==> src/design/nps_pkg.sv <==
// ----------------------------------------------------------------------------
// nps_pkg
// shared types and constants of the nearest point search block
// ----------------------------------------------------------------------------
package nps_pkg;

    localparam int MAX_POINTS_DEF  = 1024;
    localparam int COORD_WIDTH_DEF = 16;

    // apb port
    localparam int PADDR_W     = 4;
    localparam int PDATA_W     = 64;
    localparam int REG_SEL_BIT = 3;

    // register select (one 64-bit register per 8 bytes)
    localparam logic REG_REF_COUNT = 1'b0;
    localparam logic REG_THRESHOLD = 1'b1;

    // 100.0 with 16 fraction bits
    localparam logic [PDATA_W-1:0] THRESH_RESET_VAL = 64'd6553600;

    typedef enum logic {
        OP_LOAD  = 1'b0,
        OP_QUERY = 1'b1
    } op_t;

    // marks on a word travelling down the cell chain
    typedef struct packed {
        logic live;  // slot carries a word
        logic hit;   // word holds a stored point
        logic last;  // final word of the query
    } tag_t;

endpackage

==> src/design/nps_axis_cell.sv <==
// ----------------------------------------------------------------------------
// nps_axis_cell
// one link of the distance chain: adds the squared difference on one axis
// ----------------------------------------------------------------------------
module nps_axis_cell #(
    parameter int COORD_WIDTH = nps_pkg::COORD_WIDTH_DEF,
    parameter int IDX_W       = $clog2(nps_pkg::MAX_POINTS_DEF),
    parameter int AXIS        = 0,
    localparam int DIST_W     = 2 * COORD_WIDTH + 2,
    localparam int WORD_W     = 3 * COORD_WIDTH
) (
    input  logic                   clk,
    input  logic                   rst_n,
    input  logic [COORD_WIDTH-1:0] query,
    input  logic [WORD_W-1:0]      point_in,
    input  nps_pkg::tag_t          tag_in,
    input  logic [IDX_W-1:0]       idx_in,
    input  logic [DIST_W-1:0]      sum_in,
    output logic [WORD_W-1:0]      point_out,
    output nps_pkg::tag_t          tag_out,
    output logic [IDX_W-1:0]       idx_out,
    output logic [DIST_W-1:0]      sum_out
);
    import nps_pkg::*;

    localparam int DIFF_W = COORD_WIDTH + 1;

    logic [COORD_WIDTH-1:0]   ref_coord;
    logic signed [DIFF_W-1:0] diff;
    logic signed [DIST_W-1:0] prod;

    // stage one: square
    logic [DIST_W-1:0] sq_reg;
    logic [DIST_W-1:0] sum_d_reg;
    logic [WORD_W-1:0] point_d_reg;
    logic [IDX_W-1:0]  idx_d_reg;
    tag_t              tag_d_reg;

    // stage two: accumulate
    logic [DIST_W-1:0] sum_out_reg;
    logic [WORD_W-1:0] point_out_reg;
    logic [IDX_W-1:0]  idx_out_reg;
    tag_t              tag_out_reg;

    assign ref_coord = point_in[AXIS*COORD_WIDTH +: COORD_WIDTH];
    assign diff = {query[COORD_WIDTH-1], query} - {ref_coord[COORD_WIDTH-1], ref_coord};
    assign prod = diff * diff;

    always_ff @(posedge clk or negedge rst_n)
    begin
        if (!rst_n)
        begin
            tag_d_reg   <= '0;
            tag_out_reg <= '0;
        end
        else
        begin
            tag_d_reg   <= tag_in;
            tag_out_reg <= tag_d_reg;
        end
    end

    always_ff @(posedge clk)
    begin
        sq_reg        <= prod;
        sum_d_reg     <= sum_in;
        point_d_reg   <= point_in;
        idx_d_reg     <= idx_in;
        sum_out_reg   <= sum_d_reg + sq_reg;
        point_out_reg <= point_d_reg;
        idx_out_reg   <= idx_d_reg;
    end

    assign point_out = point_out_reg;
    assign tag_out   = tag_out_reg;
    assign idx_out   = idx_out_reg;
    assign sum_out   = sum_out_reg;

endmodule

==> config.mk <==
export PLATFORM = sky130hd
export DESIGN_NAME = nps_axis_cell
export DESIGN_NICKNAME = d
export VERILOG_FILES = /design/src/design/nps_pkg.sv /design/src/design/nps_axis_cell.sv
export SDC_FILE = /design/constraint.sdc
export NUM_CORES = 1
export LEC_CHECK = 0
export ABC_AREA = 1
export BUFFER_PORTS_ARGS = -buffer_cell sky130_fd_sc_hd__buf_4
export CORE_MARGIN = 3
export CORE_UTILIZATION = 50
export CTS_CLUSTER_DIAMETER = 80
export DETAILED_ROUTE_END_ITERATION = 6
export GPL_TIMING_DRIVEN = 1
export PLACE_DENSITY = 0.7
export SYNTH_ARGS = -nofsm -noshare
export SYNTH_HDL_FRONTEND = slang
export SYNTH_SLANG_ARGS = --single-unit
export TNS_END_PERCENT = 30
==> constraint.sdc <==
create_clock -name clk -period 2.7 [get_ports clk]
set_input_delay 0.135 -clock clk [delete_from_list [all_inputs] [get_ports clk]]
set_output_delay 0.135 -clock clk [all_outputs]
set_load 0.02 [all_outputs]
After elaboration in Yosys (flattened, before gate mapping)
Index checks and enable logic that the tools add are counted.
{ "word_totals": {"ff_bits": 224, "latchBits": 0, "ramBits": 0, "rom_bits": 0, "in_bits": 113, "output_inout_bits": 95, "wordCells": 16, "mem_count": 0} }
{ "classes": {"add_sub_neg": 2, "multipliers": 1, "div": 0, "order_cmp": 0, "n_eq_ne": 0, "shift": 0, "mux": 0, "n_bitwise": 0, "n_reduce_logical": 0} }
{ "ops": {"columns": ["op", "n"], "rows": [
  ["34-bit adder", 1],
  ["17-bit by 17-bit multiplier with 34-bit output", 1],
  ["16-bit by 16-bit subtractor with 17-bit output", 1]
]} }

Depth between registers and ports, before layout
Gate-level depths: netlist (run 1).
{ "logic_depth": {"ltp_word": 2, "ltp_mapped": 39, "mapped_depth_nobuf": 38} }

Least setup slack after synthesis (run 1)
Ideal clock, no wire load.
{ "synth_path": {"kind": "input port to flip-flop", "start": "input query[0]", "end": "register sq_reg[33]", "setup_ns": 0.112, "arrival_time_ns": 6.213, "required_ns": 2.588, "slack_ns": -3.625, "cell_stages": 35, "n_path_buf": 2, "cell_sequence": "inv_1 > ha_1 > inv_1 > fa_1 > nand3_1 > nand3_1 > nand2_1 > nand2b_1 > nand2_1 > nand2_1 > nand2_1 > nand2_1 > buf_4 > buf_6 > nor2_1 > fa_1 > fa_1 > inv_1 > fa_1 > inv_1 > fa_1 > inv_1 > fa_1 > fa_1 > inv_1 > ha_1 > nand2_1 > nor2_1 > nand2_1 > inv_1 > nand2_1 > nand2_1 > a21oi_1 > nand2_1 > nand2_1"} }
{ "synth_via": {"elab_chain_cells": 2} }
{ "synth_lines": {"columns": ["item", "line_no", "text"], "rows": [
  ["start, declared", "nps_axis_cell.sv:14", "input logic [COORD_WIDTH-1:0] query,"],
  ["16-bit by 16-bit subtractor with 17-bit output", "nps_axis_cell.sv:46", "assign diff = {query[COORD_WIDTH-1], query} - {ref_coord[COORD_WIDTH-1], ref_coord};"],
  ["17-bit by 17-bit multiplier with 34-bit output", "nps_axis_cell.sv:47", "assign prod = diff * diff;"],
  ["net prod[33]", "nps_axis_cell.sv:30", "logic signed [DIST_W-1:0] prod;"],
  ["end signal, assigned", "nps_axis_cell.sv:65", "sq_reg <= prod;"],
  ["end, declared", "nps_axis_cell.sv:33", "logic [DIST_W-1:0] sq_reg;"]
]} }
The timed path passes the listed nets, and every way through them passes these cells.

Final worst setup path (run 1)
{ "layout_path": {"start": "input point_in[2]", "end": "register sq_reg[31]"} }
{ "layout_via": {"elab_chain_cells": 2} }
{ "layout_lines": {"columns": ["item", "line_no", "text"], "rows": [
  ["start, declared", "nps_axis_cell.sv:15", "input logic [WORD_W-1:0] point_in,"],
  ["16-bit by 16-bit subtractor with 17-bit output", "nps_axis_cell.sv:46", null],
  ["17-bit by 17-bit multiplier with 34-bit output", "nps_axis_cell.sv:47", null],
  ["net prod[31]", "nps_axis_cell.sv:30", null]
]} }
The timed path passes the listed nets, and every way through them passes these cells.

==> results.txt, run 1 <==
Share of layout cells above drive strength 1: 29.1%
WS Path Type: in -> reg
Status: finished with violations
Clk_lat worst skew: 0.56 ns
RD Place Congestion: 0.975
Fin crit period: 5.81 ns
Final TNS setup: -78.23 ns
Antenna violations before repair: 0
Worst Skew: 0.0201 ns
CP dominant cell by count: fa_1
# diodes: 0
Synth Warn #: 0
Final Hold Fails: 0
Die height: 196 µm
Most numerous cell in the Yosys netlist: inv_1
Crit path capture type: flop
Final ANT Viol Nets: 0
Row count: 68
R2r worst-path depth: 8
Pin count of the biggest net entering global routing: 16
TritonRoute pass-1 iters: 5
Commonest cells post-synth: inv_1 (490), nand2_1 (482), fa_1 (273), dfxtp_1 (217), nor2_1 (183)
Least-Margin Pin Slew: 0.533 ns
Post-synth top flop: dfxtp_1
Crit path largest cell delay: 0.65 ns
Area leader, netlist: fa_1
Synthesized Nets: 2,651
Levels on crit path: 28
Final wirelength: 53.6 mm
Synthesized area: 18,000 µm²
Routed vias/inst: 5.01
Setup crit end: sq_reg[31]
Vias after detailed routing: 16,075
Root buffer cell: clkbuf_16
Critical Path Source: point_in[2]
Vias in the first global route: 17,187
Synth cell types: 35
Synthesized netlist cell count: 2,137
Max Cap Viol: 0
Layout area overhead: 42.4%
Buf/Inv on CP: 7
Reg-to-reg setup timing slack: 0.57 ns
Starting Density: 51.5%
Fin. max-slew vios: 0
Worst EP arrival: 6.26 ns
GRT Overall Usage: 27.5%
Worst path required time: 3.15 ns
Setup violators final: 30
RSZ-0062 raised after global routing: yes
DP Worst Slack: -3.86 ns
Max Freq: 172 MHz
Worst-case clock buffer depth: 3
Violated checks: negative setup slack
R2r startpoint: sq_reg[26]
Num CTS Buffers: 27
Fillers: 2,592
H-tree Lvls: 1
Core area: 35,100 µm²
Top cells by area, synth: fa_1 (30%), dfxtp_1 (24%), inv_1 (10%)
Fin crit share: 215%
Final worst slack: -3.11 ns
Max-slew headroom: 64.1%
Async SR Flop Fraction: 2.69%
Crit start category: input port
Crit-path max FO: 8
Total die area: 38,400 µm²
Mean area per synthesized cell: 8.44 µm²
# IOs: 208
CTS Sinks: 223
Sequential-to-total area share from yosys stat: 24.9%
Aggregate global routing overflow: 0
Yosys reg bits: 223
Crit path max-delay family: adder cells
DP HPWL: 42.3 mm
Wire per inst: 16.7 µm
Post-synth EDFFs: 0
Final net count: 3,248
First-pass GRT wire length: 84.9 mm
Worst hold-check path type: in -> reg
CTS tree: built
Detailed Route Iter0 Violations: 896
Clock transition at path regs: 0.07 ns
Share of the synthesized area in the top cell type: 30.3%
Worst path slowest cell: fa_2
Die span in x: 196 µm
Buffers on Ports: 207
R2r endpoint: sum_out[33]
DRC violations left: 0
worst min path at each step:
stage	to	cells past startpoint	startpoint	slack (ns)
final	sum_d_reg[12]	2	sum_in[12]	0.21
after global placement	tag_d_reg[2]	1	rst_n	-0.06
after floorplan	tag_d_reg[0]	0	rst_n	-0.16
after detailed placement	tag_d_reg[1]	1	rst_n	-0.06
after CTS	point_d_reg[38]	2	point_in[38]	0.19
after global routing	sq_reg[0]	4	point_in[0]	0.20
placed cells by master (no fill, tap or decap), types with 34 or more instances in the layout:
cell,n
buf_4,469
inv_1,465
nand2_1,413
fa_1,263
dfxtp_1,217
nor2_1,140
dlygate4sd3_1,97
ha_1,93
nand3_1,69
a21oi_1,50
nand2_2,49
ha_4,34
stage by stage:
| stage | utilization [%] | area [µm²] | instances | hold slack, ns |
|---|---|---|---|---|
| 6_report | 73.3 | 25700 | 3209 | 0.215 |
| 5_1_grt | 73.3 | 25700 | 3209 | 0.202 |
| 4_1_cts | 71.4 | 25000 | 3187 | 0.190 |
| 3_5_place_dp | 63.8 | 22400 | 3025 | -0.0571 |
| 3_3_place_gp | 63.8 | 22400 | 3025 | -0.0615 |
| 2_1_floorplan | - | 18400 | 2137 | -0.161 |
kinds of logic after synthesis:
logic type,Yosys count,synth area share [%]
AOI/OAI and AO/OA,137,4.13
xor gates and xnor gates,55,2.80
adders and majority gates,401,39.2
buffers and inverters,518,11.0
DFF,223,24.9
and+or+nand+nor,803,18.0
routing by layer:
layer / wire length, µm / GRT usage, % / vias to the layer above
met3: 3430 / 3.97 / 125
met2: 27100 / 50.1 / 527
met4: 1770 / 7.34 / 0
met1: 21400 / 34.2 / 7845
met5: 0 / 1.40 / -
li1: - / - / 7578
final cells by class:
| type | instances | area [µm²] | share of cell area (%) |
|---|---|---|---|
| clock buffers | 32 | 714 | 2.78 |
| clock inverters | 17 | 193 | 0.750 |
| inverters | 494 | 1890 | 7.36 |
| multi-input cells | 1396 | 12900 | 50.4 |
| flip-flops and latches | 223 | 4490 | 17.5 |
| well taps | 455 | 569 | 2.22 |
| repair buffers | 592 | 4880 | 19.0 |
timing repair:
action,CTS,global route
resized for setup,161,117
cloned,0,0
endpoints found under the hold margin,101,0
buffers inserted,16,22
hold buffers,97,0
endpoints found under the setup margin,30,30
pin swaps,57,47
Power of run 1 is left out: the tool's default activity adds up to more than one toggle a clock period on the data nets, which glitch-free logic cannot reach.
==> run 2: changes to the inputs <==
Settings changed: CTS_BUF_LIST from default to sky130_fd_sc_hd__clkbuf_4 sky130_fd_sc_hd__clkbuf_8 sky130_fd_sc_hd__clkbuf_16.
==> run 2 against run 1 <==
The flow still finishes with violations (negative setup slack). First-iteration DRC count up 6.3%. Global-route usage is essentially flat. Hold slack better by 0.0015 ns. Fmax up 0.53%. Non-clock buffer count is 4 lower. Flip-flop and latch count is the same. Worst setup slack improved by 0.030 ns. Critical path depth rose by 5. Sequential share of layout area rose by 0.064 points. Clock skew fell by 0.0020 ns. Design area decreased by 0.37%. Die area did not move. Critical endpoint is now sq_reg[33].
==> results.txt, run 2 (synthesis results as in run 1) <==
Status: finished with violations
Violated checks: negative setup slack
Setup violators final: 30
# IOs: 208
Buf/Inv on CP: 11
Worst path slowest cell: fa_2
CTS Sinks: 223
DRC violations left: 0
Pin count of the biggest net entering global routing: 16
Root buffer cell: clkbuf_16
Reg-to-reg setup timing slack: 0.55 ns
Most frequent cells in the layout: inv_1 (467), buf_4 (466), nand2_1 (416)
Worst Skew: 0.0181 ns
Starting Density: 51.5%
Num CTS Buffers: 27
DP Worst Slack: -3.86 ns
Layout area overhead: 41.9%
Crit path capture type: flop
R2r endpoint: sum_out[33]
Buffers on Ports: 207
Final net count: 3,244
Crit path largest cell delay: 0.61 ns
Fin crit period: 5.78 ns
Worst-case clock buffer depth: 3
Most common cell after layout, fill and taps aside: inv_1
Die span in x: 196 µm
Final Core Density: 73.0%
Max-slew headroom: 61.8%
Final wirelength: 53.1 mm
Fin. max-slew vios: 0
Die height: 196 µm
Routed vias/inst: 4.97
First-pass GRT wire length: 84.9 mm
Share of layout cells above drive strength 1: 28.8%
Total die area: 38,400 µm²
# diodes: 0
Wire per inst: 16.6 µm
Crit path max-delay family: adder cells
Worst hold-check path type: in -> reg
DP HPWL: 42.3 mm
RSZ-0062 raised after global routing: yes
Row count: 68
Levels on crit path: 33
Crit-path max FO: 8
Vias in the first global route: 17,181
Least-Margin Pin Slew: 0.566 ns
R2r worst-path depth: 8
Final Hold Fails: 0
Fillers: 2,615
RD Place Congestion: 0.975
Worst EP arrival: 6.28 ns
Setup crit end: sq_reg[33]
Max Freq: 173 MHz
Final worst slack: -3.08 ns
Clock transition at path regs: 0.07 ns
H-tree Lvls: 1
Detailed Route Iter0 Violations: 952
Final ANT Viol Nets: 0
WS Path Type: in -> reg
Placed insts: 3,025
Final Instance Count excl. Fillers: 3,205
CTS tree: built
TritonRoute pass-1 iters: 6
R2r startpoint: sq_reg[26]
Vias after detailed routing: 15,939
Antenna violations before repair: 0
Clk_lat worst skew: 0.56 ns
Aggregate global routing overflow: 0
Final TNS setup: -77.55 ns
Crit start category: input port
Worst path required time: 3.20 ns
Fin crit share: 214%
Max Cap Viol: 0
GRT Overall Usage: 27.5%
Core area: 35,100 µm²
Critical Path Source: point_in[2]
[run 2: changes by cell type in the layout (fill, tap and decap cells not counted), sizes merged]
cell      change
buf           -4
clkinvlp      +1
inv           -1
[run 2: timing repair]
action	CTS	global route
resized for setup	161	103
pin swaps	57	35
setup endpoints to repair	30	30
hold buffers	97	0
setup buffers	16	18
gates cloned	0	0
hold endpoints to repair	101	0
[run 2: final cells by class]
type / instances / area (µm²) / share of cell area (%)
multi-input combinational: 1396 / 12900 / 50.3
timing repair buffer: 588 / 4840 / 18.9
sequential: 223 / 4490 / 17.6
inverter: 494 / 1900 / 7.41
clock buffer: 32 / 726 / 2.84
tap: 455 / 569 / 2.22
clock inverter: 17 / 193 / 0.753
[run 2: worst min-delay path by stage]
stage | slack (ns) | from | cells after the start | to
finish | 0.22 | sum_in[14] | 2 | sum_d_reg[14]
CTS | 0.19 | point_in[38] | 2 | point_d_reg[38]
global placement | -0.06 | rst_n | 1 | tag_d_reg[2]
global route | 0.20 | idx_in[9] | 2 | idx_d_reg[9]
floorplan | -0.16 | rst_n | 0 | tag_d_reg[0]
detailed placement | -0.06 | rst_n | 1 | tag_d_reg[1]
[run 2: worst reg2reg max path, cell delays in order (launching register included)]
cell and delay, ns:
dfxtp_1 0.34, ha_1 0.42, nand2_1 0.14, nor2_1 0.27, nand2_1 0.20, nor2_1 0.17, nand3_1 0.24, nand4_1 0.18
nand2_1 0.07
[run 2: metal layers]
layer  global-route usage, %  part of all wire [%]
met5                    1.40                  0.15
met3                    3.93                   6.3
met1                    34.3                    40
met4                    7.24                   2.9
met2                    50.1                    51
[run 2: through the flow]
stage,hold slack (ns),cell area [µm²]
finish,0.216,25600
global route,0.205,25600
CTS,0.190,25000
detailed placement,-0.0571,22400
global placement,-0.0615,22400
floorplan,-0.161,18400
Power of run 2 is left out for the same reason.
