**config.mk**
```make
export PLATFORM = sky130hd
export DESIGN_NAME = nps_min_tracker
export DESIGN_NICKNAME = d
export VERILOG_FILES = /design/src/design/nps_pkg.sv /design/src/design/nps_min_tracker.sv
export SDC_FILE = /design/constraint.sdc
export NUM_CORES = 1
export LEC_CHECK = 0
export BUFFER_PORTS_ARGS = -buffer_cell sky130_fd_sc_hd__buf_2
export CAP_MARGIN = 15
export CORE_ASPECT_RATIO = 2
export CORE_MARGIN = 4
export CORE_UTILIZATION = 57
export DETAILED_ROUTE_END_ITERATION = 7
export PLACE_DENSITY_LB_ADDON = 0.25
export RECOVER_POWER = 100
export REMOVE_ABC_BUFFERS = 1
export SKIP_CTS_REPAIR_TIMING = 1
export SYNTH_ARGS = -nofsm -noshare
export SYNTH_HDL_FRONTEND = slang
export SYNTH_SLANG_ARGS = --single-unit
```
**constraint.sdc**
```tcl
create_clock -name clk -period 4.3 [get_ports clk]
set_input_delay 0 -clock clk [delete_from_list [all_inputs] [get_ports clk]]
set_output_delay 0 -clock clk [all_outputs]
set_load 0.01 [all_outputs]
```
**src/design/nps_pkg.sv**
```systemverilog
// ----------------------------------------------------------------------------
// nps_pkg
// shared types and constants of the nearest point search block
// ----------------------------------------------------------------------------
package nps_pkg;

    localparam int MAX_POINTS_DEF  = 1024;
    localparam int COORD_WIDTH_DEF = 16;

    // apb port
    localparam int PADDR_W     = 4;
    localparam int PDATA_W     = 64;
    localparam int REG_SEL_BIT = 3;

    // register select (one 64-bit register per 8 bytes)
    localparam logic REG_REF_COUNT = 1'b0;
    localparam logic REG_THRESHOLD = 1'b1;

    // 100.0 with 16 fraction bits
    localparam logic [PDATA_W-1:0] THRESH_RESET_VAL = 64'd6553600;

    typedef enum logic {
        OP_LOAD  = 1'b0,
        OP_QUERY = 1'b1
    } op_t;

    // marks on a word travelling down the cell chain
    typedef struct packed {
        logic live;  // slot carries a word
        logic hit;   // word holds a stored point
        logic last;  // final word of the query
    } tag_t;

endpackage

```
**src/design/nps_min_tracker.sv**
```systemverilog
// ----------------------------------------------------------------------------
// nps_min_tracker
// end of the chain: keeps the running minimum and issues the result word
// ----------------------------------------------------------------------------
module nps_min_tracker #(
    parameter int COORD_WIDTH = nps_pkg::COORD_WIDTH_DEF,
    parameter int IDX_W       = $clog2(nps_pkg::MAX_POINTS_DEF),
    localparam int DIST_W     = 2 * COORD_WIDTH + 2
) (
    input  logic              clk,
    input  logic              rst_n,
    input  logic              init,
    input  logic [DIST_W-1:0] threshold,
    input  nps_pkg::tag_t     tag_in,
    input  logic [IDX_W-1:0]  idx_in,
    input  logic [DIST_W-1:0] sum_in,
    output logic              done,
    output logic [IDX_W-1:0]  nearest_index,
    output logic [DIST_W-1:0] sq_distance
);
    import nps_pkg::*;

    logic [DIST_W-1:0] best_reg;
    logic [IDX_W-1:0]  best_idx_reg;
    logic [DIST_W-1:0] dist_out_reg;
    logic [IDX_W-1:0]  idx_out_reg;
    logic              done_reg;

    logic              take;
    logic              finish;
    logic [DIST_W-1:0] best_next;
    logic [IDX_W-1:0]  best_idx_next;

    // strict less-than keeps the first of equal minima
    assign take   = tag_in.live && tag_in.hit && (sum_in < best_reg);
    assign finish = tag_in.live && tag_in.last;

    always_comb
    begin
        best_next     = best_reg;
        best_idx_next = best_idx_reg;
        if (take)
        begin
            best_next     = sum_in;
            best_idx_next = idx_in;
        end
    end

    always_ff @(posedge clk or negedge rst_n)
    begin
        if (!rst_n)
        begin
            done_reg <= 1'b0;
        end
        else
        begin
            done_reg <= finish;
        end
    end

    always_ff @(posedge clk)
    begin
        if (init)
        begin
            best_reg     <= threshold;
            best_idx_reg <= '0;
        end
        else
        begin
            best_reg     <= best_next;
            best_idx_reg <= best_idx_next;
        end
        if (finish)
        begin
            dist_out_reg <= best_next;
            idx_out_reg  <= best_idx_next;
        end
    end

    assign done          = done_reg;
    assign nearest_index = idx_out_reg;
    assign sq_distance   = dist_out_reg;

endmodule

```
# [Word level (Yosys, flattened, before mapping)]
# Index checks and enable logic that the tools add are counted.
[totals] in_bits=84 wordCells=12 ff_bits=89
[op_classes] magnitude_cmp=1 muxes=3 reduce_logical=3
[op_table] operator="$mux W34" n=2
[op_table] operator="$lt A34 B34 Y1" n=1
[op_table] operator="$mux W10" n=1
[op_table] operator="$logic_and A1 B1 Y1" n=3

# [Depth between registers and ports, before layout]
# Gate-level depths: netlist of run 1.
[depth] ltp_word=4 mapped_depth=10 mapped_depth_nobuf=8

# [Worst setup path before layout of run 1]
# OpenSTA, ideal clock, no wires.
[synth_timing] path_kind="reg2reg" startpoint="register best_reg[16]" endpoint="register dist_out_reg[23] (netlist: sq_distance[23]), data pin" period_less_slack_ns=2.679 setup_slack_ns=1.621 arrival_ns=2.424 stages_incl_launch_ff=10 t_required_ns=4.045 path_buffers=1 setup_ns=0.255 path_cell_list="dfxtp_1 inv_1 ha_1 nand4_1 or4_1 or4_4 o211ai_4 nor2_4 buf_6 a21bo_2"
[synth_via] elab_chain_cells=3
[synth_lines] element="from (decl)" line="nps_min_tracker.sv:23" rtl="logic [DIST_W-1:0] best_reg;"
[synth_lines] element="from (signal assigned)" line="nps_min_tracker.sv:65" rtl="best_reg <= threshold;"
[synth_lines] element="from (signal assigned)" line="nps_min_tracker.sv:70" rtl="best_reg <= best_next;"
[synth_lines] element="$lt A34 B34 Y1" line="nps_min_tracker.sv:35" rtl="assign take = tag_in.live && tag_in.hit && (sum_in < best_reg);"
[synth_lines] element="$logic_and A1 B1 Y1" line="nps_min_tracker.sv:35"
[synth_lines] element="$mux W34" line="nps_min_tracker.sv:42" rtl="if (take)"
[synth_lines] element="via best_next[23]" line="nps_min_tracker.sv:31" rtl="logic [DIST_W-1:0] best_next;"
[synth_lines] element="to (signal assigned)" line="nps_min_tracker.sv:75" rtl="dist_out_reg <= best_next;"
[synth_lines] element="to (decl)" line="nps_min_tracker.sv:25" rtl="logic [DIST_W-1:0] dist_out_reg;"
# The timed path passes the listed nets, and every way through them passes these cells.
# A chain may end at the register's enable or synchronous reset.

# [Worst setup path in the final report of run 1]
[layout_timing] startpoint="register best_reg[9]" endpoint="register best_reg[28]"
[layout_via] elab_chain_cells=4
[layout_lines] element="$lt A34 B34 Y1" line="nps_min_tracker.sv:35"
[layout_lines] element="$logic_and A1 B1 Y1" line="nps_min_tracker.sv:35"
[layout_lines] element="$mux W34" line="nps_min_tracker.sv:42"
[layout_lines] element="$mux W34" line="nps_min_tracker.sv:63" rtl="if (init)"
# Every way passes these cells.

==> results.txt, run 1 <==
The H-tree depth is 3. The worst setup slack after placement came out at 1194 ps. CTS placed an instance of clkbuf_16 at the clock tree root. The count of clock tree sinks came out at 89.

Counting every instance in the synthesized netlist gives 451. The largest fanout on the critical path is 44. Of the post-synthesis cell area, the part taken by muxes is 0. For this run, the detailed router's first-pass iteration total came to 5. In this run, the number of DRC markers left after iteration 0 of detailed routing was 335.

The wire length of the first global-routing pass came out at 18.26 mm. The total detailed-routing wirelength came out at 12.94 mm. The maximum resistive drop on vdd came out at about 0.00026 V. In the routed layout, each cell is associated on average with a via count of 5.830. The final-layout setup total negative slack came out at 0 ps. The TritonCTS clock tree is done.

After synthesis, the largest family of logic cells by area is compound AO/OA/AOI/OAI gates. By area the synthesized netlist is led by edfxtp_1, dfxtp_1, ha_1. The fraction of synthesized cell area in xor and xnor cells came out at 0. The later-pin clock latency in the skew report is 340 ps. The clock skew after layout is 6.228 ps. The worst pin sits at a relative slew slack of -1.156. The area added between synthesis and finish came out at 33.76%.

The clock period minus final worst setup slack came out at 3489 ps. The number of top-level pins came out at roughly 130. The highest clock rate is around 290 MHz.

The critical path class is reg -> reg. The placed wire-length estimate is 7.825 mm. The final layout net count came out at 749. Synthesis instantiated 35 different standard cells from the library. Measured along the y axis, the die boundary spans 135.3 um. Leaving out filler cells and counting taps, the final layout contains 734.

The number of remaining DRC errors came out at 0. The instance area after placement came out at 5215 um2. The max-capacitance violation count came out at 2. The congestion estimate from routability-driven global placement came to 0.8016. The number of global-route vias before repair is 3871. In this run the remaining antenna-violating nets after routing total 0. The worst hold slack across all endpoints is -14.84 ps. The most used flip-flop cell after synthesis is edfxtp_1. The top-area cell type share of the netlist area came out at 0.2861. The largest net degree at the start of global routing is 79. The compound-gate portion of the synthesized area is 0.2568.

The initial antenna violation count came out at 0. Once layout is done, the placed cells without fillers occupy between 6000 and 7000 um2. The final reports fail on hold timing, capacitance limit, slew limit.

The final hold violation count was 3. The arrival time of the worst setup path is 3750 ps. The endpoint class of the critical path is a flop. The fill cell instance count of the final layout is 544. The number of failing setup endpoints in the final timing report came out at 0. The min-delay analysis places its worst path in the category in -> reg.

After floorplanning, the core was divided into 46 placement rows. Setup repair after global routing left no endpoint under its margin. Across all layers, the routed design uses 4279 vias.

Clock-pin slew was measured on the worst setup and hold paths at 60 ps. The worst setup path is launched from a flop. The sequential fraction of the synthesis area is 0.4823.

No sink is reached through more buffers than the 2 on the longest clock path. For the pin with the worst max-slew slack, the measured transition is 3232 ps. For the worst setup path, the data required time is 4560 ps.

The initial core utilization came out at 0.5814. Including well taps, the total number of placed cells is 648. The worst setup slack after layout is 811.3 ps. The number of max-slew violations in the final report is 91. The post-synthesis average cell area came out at 10.24 um2.

Summed over all cells, the static leakage comes to about 2.8 nW. The number of enable flip-flop cells after synthesis is 44. The detail-routed net length per standard cell came out at about 18 um. The number of buffers created by CTS is 9. After synthesis the cells add up to 4618 um2.

The share of synthesized registers carrying an async set or reset is 0.01124. The fraction of the mapped netlist area in adder cells is 0.08941. The global routing usage summed across all routing layers is 0.2401. The utilization of the core after routing is 0.7777. After synthesis the netlist holds a flip-flop and latch count of between 80 and 90. Yosys printed 0 warnings.

For flop-to-flop paths, the worst setup slack is 810 ps. The standard cell core area is 7943 um2. Global routing finished with a remaining overflow of 0. The ratio of total power to cell area is 377.3 nW/um2. The largest area contributor in the synthesized netlist is edfxtp_1. Of the cells placed in the final design, the portion with a size suffix greater than 1 is 0.1962. The die area came out at between 9000 and 10000 um2. In the finished design, the share of the clock period the worst path needs comes to 0.8113. The overall die width came out at about 72 um.

The port buffer count is 128. The simple-gate share of the synthesized area came out at 0.1013. The run finished, with violations left.
## where the power goes
part           total, mW  switching (mW)  leakage [nW]  internal [mW]
logic              0.466           0.241          1.80          0.224
clock network      0.856           0.317         0.162          0.538
registers           1.01          0.0289         0.797          0.981
total               2.33           0.587          2.76           1.74
## routing by layer
layer  wire length, um  vias up  GRT usage
li1                  -     2009          -
met1              4825     2039     0.2669
met2              7029      196     0.4421
met3               684       35    0.04606
met4               397        0    0.08787
met5                 0        -          0
## Yosys cell counts, drive strengths merged (13+ instances only)
cell type and number:
nor2b 34, o21ai 47, nand3 13, ha 33, a21bo 34, buf 15, dfxtp 44, inv 34
a31oi 35, nand2 18, edfxtp 44, a21oi 56, clkbuf 15
## cells in the final DEF (no fill, tap or decap), types with 6 or more instances in the layout
cell | netlist | layout
inv_1 | 34 | 34
o21ai_0 | 37 | 37
clkbuf_1 | 15 | 46
a21oi_1 | 56 | 56
ha_1 | 33 | 33
buf_2 | 1 | 82
a31oi_1 | 34 | 34
dlygate4sd3_1 | 0 | 68
nand2_1 | 18 | 18
a21bo_2 | 20 | 20
a21bo_1 | 14 | 14
nand4_1 | 6 | 6
dfxtp_1 | 44 | 44
nor2b_1 | 34 | 34
nand3_1 | 13 | 13
o21ai_1 | 10 | 10
edfxtp_1 | 44 | 44
clkbuf_16 | 0 | 9
## final cells by class
cell class | count | area [um2] | share of cell area
Clock inverter | 5 | 77.57 | 0.01256
Sequential cell | 89 | 2227 | 0.3605
Tap cell | 96 | 120.1 | 0.01944
Inverter | 34 | 127.6 | 0.02066
Clock buffer | 11 | 252.7 | 0.04092
Multi-Input combinational cell | 298 | 2063 | 0.3340
Timing Repair Buffer | 200 | 1306 | 0.2115
Antenna cell | 1 | 2.502 | 0.0004051
## critical path, cell delays in order (launching register included)
cell      delay, ps
dfxtp_1         320
inv_1            60
ha_1            300
a21oi_1         170
o21ai_0         110
a221oi_1        500
a31o_1         1420
a31oi_1         250
a21oi_1         260
## path summary, 6_finish.rpt
check                                     from                   endpoint  depth (start not counted)
max reg2reg                best_reg[9]$_DFF_P_       best_reg[28]$_DFF_P_                          8
min reg2reg                best_reg[0]$_DFF_P_        best_reg[0]$_DFF_P_                          2
max                        best_reg[9]$_DFF_P_       best_reg[28]$_DFF_P_                          8
max in group asynchronous                rst_n             done$_DFF_PN0_                          3
min                                 sum_in[16]  sq_distance[16]$_DFFE_PP_                          2
min in group asynchronous                rst_n             done$_DFF_PN0_                          3
## metrics by stage
stage	hold slack [ps]	power (mW)
2_1_floorplan	-295.6	1.277
3_3_place_gp	-225.8	1.415
3_5_place_dp	-221.4	1.436
4_1_cts	-578.9	2.284
5_1_grt	0.6056	2.427
6_report	-14.84	2.331
## cells by family (layout without fill, tap and decap cells)
| family | after synthesis | count (layout) |
|---|---|---|
| AOI/OAI and AO/OA | 183 | 183 |
| DFF | 89 | 89 |
| and+or+nand+nor | 82 | 82 |
| buffers and inverters | 64 | 250 |
| adders and majority gates | 33 | 33 |
| other | 0 | 1 |
(Power assumes the default switching activity.)
==> inputs of run 2 (changes only) <==
- ABC_AREA: unset -> 1
- CORE_UTILIZATION: 57 -> 53
- clock period: 4.3 -> 3.52 ns (I/O delays scaled with it)
==> run 2 against run 1 <==
Against the previous run:
- the flow finishes with violations (capacitance limit, slew limit)
- global-route usage down 1.5 points
- register-to-register slack better by 60 ps
- area after synthesis up 0.87%
- cell area down 3.7%
- worst setup slack better by 60 ps
- synthesized cell count up 26%
- clock skew about the same
- fmax up 32%
- critical endpoint is now sq_distance[9]$_DFFE_PP_
==> results.txt, run 2 <==
Unrepaired setup endpoints after global routing: false (unchanged). Run status: complete, but fails checks (unchanged). The H-tree depth came out at 3 (unchanged).

The pin slew with the least headroom to its limit is 1902 ps (was 3232 ps). The final-layout setup total negative slack is 0 ps (unchanged). The design internal power is 2.047 mW (was 1.743 mW). The total overflow reported by the global router came out at 0 (unchanged). The required time of the critical path is 3710 ps (was 4560 ps). The total power draw was 2.768 mW (was 2.331 mW).

The total detailed-routing wirelength is 11.78 mm (was 12.94 mm). The ratio of cells with drive above 1 in the final layout is 0.1393 (was 0.1962). Most common library cells after synthesis: nand2_1, inv_1, nand3_1, dfxtp_1, edfxtp_1 (was a21oi_1, dfxtp_1, edfxtp_1, o21ai_0). The initial core utilization was 0.5424 (was 0.5814). The number of enable flip-flop cells after synthesis came out at 44 (unchanged).

The relative contribution of the clock network to total power is 0.361 (was 0.367). The DRC marker count from the first detailed-route iteration came out at 232 (was 335). The count of state elements after synthesis is 89 (unchanged). The detail-routed net length per standard cell is 14.16 um (was 17.63 um).

The maximum resistive drop on vdd is 0.0003180 V (was 0.0002638 V). The share of synthesized registers carrying an async set or reset came out at 0.01124 (unchanged). The number of max-slew violations in the final report came out at 46 (was 91).

The relative max-transition margin is -0.2691 (was -1.156). The power dissipated by switching net loads came out at 0.7210 mW (was 0.5874 mW). The worst hold path class is in -> reg (unchanged). The final layout net count came to 844 (was 749).

Violations in the final reports: capacitance limit, slew limit (was hold timing, capacitance limit, slew limit). The remaining antenna violation count after routing is 0 (unchanged). The gate count of the mapped netlist came out at 569 (was 451). The length of the first detailed-routing pass in iterations came to 4 (was 5). The max-capacitance violation count is 1 (was 2). The dominant cell by count in the synthesized netlist is nand2_1 (was a21oi_1). The overall via count from detail_route is 4198 (was 4279). The number of global-route vias before repair came out at 4128 (was 3871). The number of remaining DRC errors came out at 0 (unchanged).

The leakage power summed over all cells came out at 3.058 nW (was 2.758 nW). The fill cell instance count of the final layout came to 740 (was 544). The clock-pin slew on the worst setup and hold paths is 60 ps (about the same). The last weighted congestion value of the routability-driven placer is 0.7991 (was 0.8016). The root buffer cell is clkbuf_16 (unchanged). The critical path class is reg -> reg (unchanged). The highest clock rate is 377.5 MHz (was 286.6 MHz). The sequential share of power was 0.444 (was 0.433). The die height is 140.6 um (was 135.3 um). The maximum number of buffers from clock root to sink is 2 (unchanged). The portion of the clock cycle consumed by the worst path in the final layout came out at 0.7525 (was 0.8113). The placed wire-length estimate came out at 7.942 mm (was 7.825 mm). The overall die width is 74.29 um (was 71.65 um). The largest fanout on the critical path is 45 (was 44).

The initial antenna violation count came out at 0 (unchanged). The arrival time of the worst setup path was 2840 ps (was 3750 ps). The most used flip-flop cell after synthesis is edfxtp_1 (unchanged).

The most common cell after layout, fill and taps aside is nand2_1 (was buf_2). The number of warning messages in the yosys log is 0 (unchanged). The clock skew after layout was 6.350 ps (was 6.228 ps). The largest area contributor in the synthesized netlist is edfxtp_1 (unchanged). The multi-input combinational cell area was 1921 um2 (was 2063 um2). Most used cells in the layout excluding fill and tap cells: nand2_1, inv_1, buf_2, nand3_1, clkbuf_1 (was buf_2, dlygate4sd3_1, a21oi_1, clkbuf_1). The post-synthesis average cell area is 8.187 um2 (was 10.24 um2). The area added between synthesis and finish is 27.67% (was 33.76%). The count of clock tree sinks is 89 (unchanged).

The switching share of total power was 0.2604 (was 0.2520). The sequential fraction of the synthesis area came out at 0.4781 (was 0.4823). The die area was 10440 um2 (was 9693 um2). The ratio of total power to cell area is 465.5 nW/um2 (was 377.3 nW/um2). The top-area cell type share of the netlist area came out at 0.2836 (was 0.2861). The largest net degree at the start of global routing is 46 (was 79). The clock period minus final worst setup slack was 2649 ps (was 3489 ps). The endpoint class of the critical path is a flop (unchanged).

The later-pin clock latency in the skew report is 330 ps (was 340 ps). The port buffer count is 128 (unchanged). The combinational fraction of design power came out at 0.196 (was 0.200). The number of diodes is 0 (was 1). The number of top-level pins is 129 (unchanged). The number of failing setup endpoints in the final timing report is 0 (unchanged). The synthesized area came out at 4658 um2 (was 4618 um2).

The area used by sequential logic in the layout is 2227 um2 (unchanged). The global routing usage summed across all routing layers is 0.2247 (was 0.2401). The number of distinct standard cells referenced by the synthesized netlist is 24 (was 35). The wire length of the first global-routing pass came out at 18.17 mm (was 18.26 mm). The standard cell core area came out at 8588 um2 (was 7943 um2). The TritonCTS clock tree is done (unchanged). Biggest area contributors in the synthesized netlist: edfxtp_1, dfxtp_1, nand2_1 (was edfxtp_1, dfxtp_1, ha_1). The ratio of routed vias to standard cells came to 5.046 (was 5.830). The count of standard-cell rows came out at 48 (was 46). The category of the worst setup path launch point is a flop (unchanged). The final hold violation count came out at 0 (was 3). The number of buffers created by CTS is 9 (unchanged).
==> run 2: cell types whose count changed in the layout (fill, tap and decap cells not counted), moves of 20 or more <==
cell | previous run | this run
nand2_1 | 18 | 166
a21bo_2 | 20 | 0
nor2_1 | 2 | 23
nand3_1 | 13 | 71
and2_0 | 1 | 22
a31oi_1 | 34 | 0
inv_1 | 34 | 101
dlygate4sd3_1 | 68 | 36
a21oi_1 | 56 | 11
nor2b_1 | 34 | 0
o21ai_0 | 37 | 1
==> run 2: per-stage QoR <==
step / utilization / area [um2] / hold slack, ps / instances / setup slack, ps
after CTS: 0.6540 / 5617 / -575.8 / 795 / 906.2
after global placement: 0.6184 / 5311 / -225.5 / 779 / 979.4
after floorplan: - / 4531 / -295.6 / 549 / 1313
after detailed placement: 0.6184 / 5311 / -223.7 / 779 / 938.1
after global routing: 0.6925 / 5947 / 38.08 / 832 / 655.8
final: 0.6925 / 5947 / 10.94 / 832 / 871.2
==> run 2: critical path, stage by stage, from the launching register on <==
cell and delay [ps]:
dfxtp_1 310, inv_1 50, ha_1 280, a21o_1 180, nor2_1 200, a21oi_1 190
nor2_8 560, nand2_8 350, nand2_1 190, and2_0 160
==> run 2: logic make-up after synthesis <==
| group | after synthesis | share of synthesized area |
|---|---|---|
| buf+inv | 122 | 0.1096 |
| fa+ha+maj | 33 | 0.08864 |
| simple gates | 309 | 0.3043 |
| flops | 89 | 0.4781 |
| compound gates | 16 | 0.01934 |
==> run 2: path summary, 6_finish.rpt <==
kind                                             from                          to  slack [ps]  cells past startpoint
setup / recovery                 best_reg[25]$_DFF_P_    sq_distance[9]$_DFFE_PP_         870                      9
hold / removal                              idx_in[8]  best_idx_reg[8]$_SDFF_PP0_          10                      4
setup reg to reg                 best_reg[25]$_DFF_P_    sq_distance[9]$_DFFE_PP_         870                      9
hold reg to reg            best_idx_reg[8]$_SDFF_PP0_  best_idx_reg[8]$_SDFF_PP0_         530                      4
max in group asynchronous                       rst_n              done$_DFF_PN0_        2930                      3
min in group asynchronous                       rst_n              done$_DFF_PN0_         490                      3
==> run 2: layout make-up <==
type                            instances  share of cell area
Inverter                              102             0.06438
Timing Repair Buffer                  167              0.1658
Sequential cell                        89              0.3745
Clock buffer                           12             0.03976
Multi-Input combinational cell        358              0.3230
Clock inverter                          4             0.01157
Tap cell                              100             0.02104
==> run 2: per-layer routing <==
metal | vias up | share of wire | wire length (um) | global-route usage
li1 | 2100 | - | - | -
met1 | 1926 | 0.36 | 4219 | 0.2292
met2 | 142 | 0.55 | 6464 | 0.4153
met3 | 30 | 0.059 | 690 | 0.04497
met4 | 0 | 0.034 | 406 | 0.1098
met5 | - | 0 | 0 | 0
==> run 2: power groups by stage <==
stage | Clock (mW) | Sequential [mW] | Combinational (mW)
2_1_floorplan | 0 | 1.26 | 0.312
3_3_place_gp | 0 | 1.25 | 0.490
3_5_place_dp | 0 | 1.25 | 0.515
4_1_cts | 1.01 | 1.23 | 0.523
5_1_grt | 1.05 | 1.24 | 0.620
6_report | 0.999 | 1.23 | 0.541
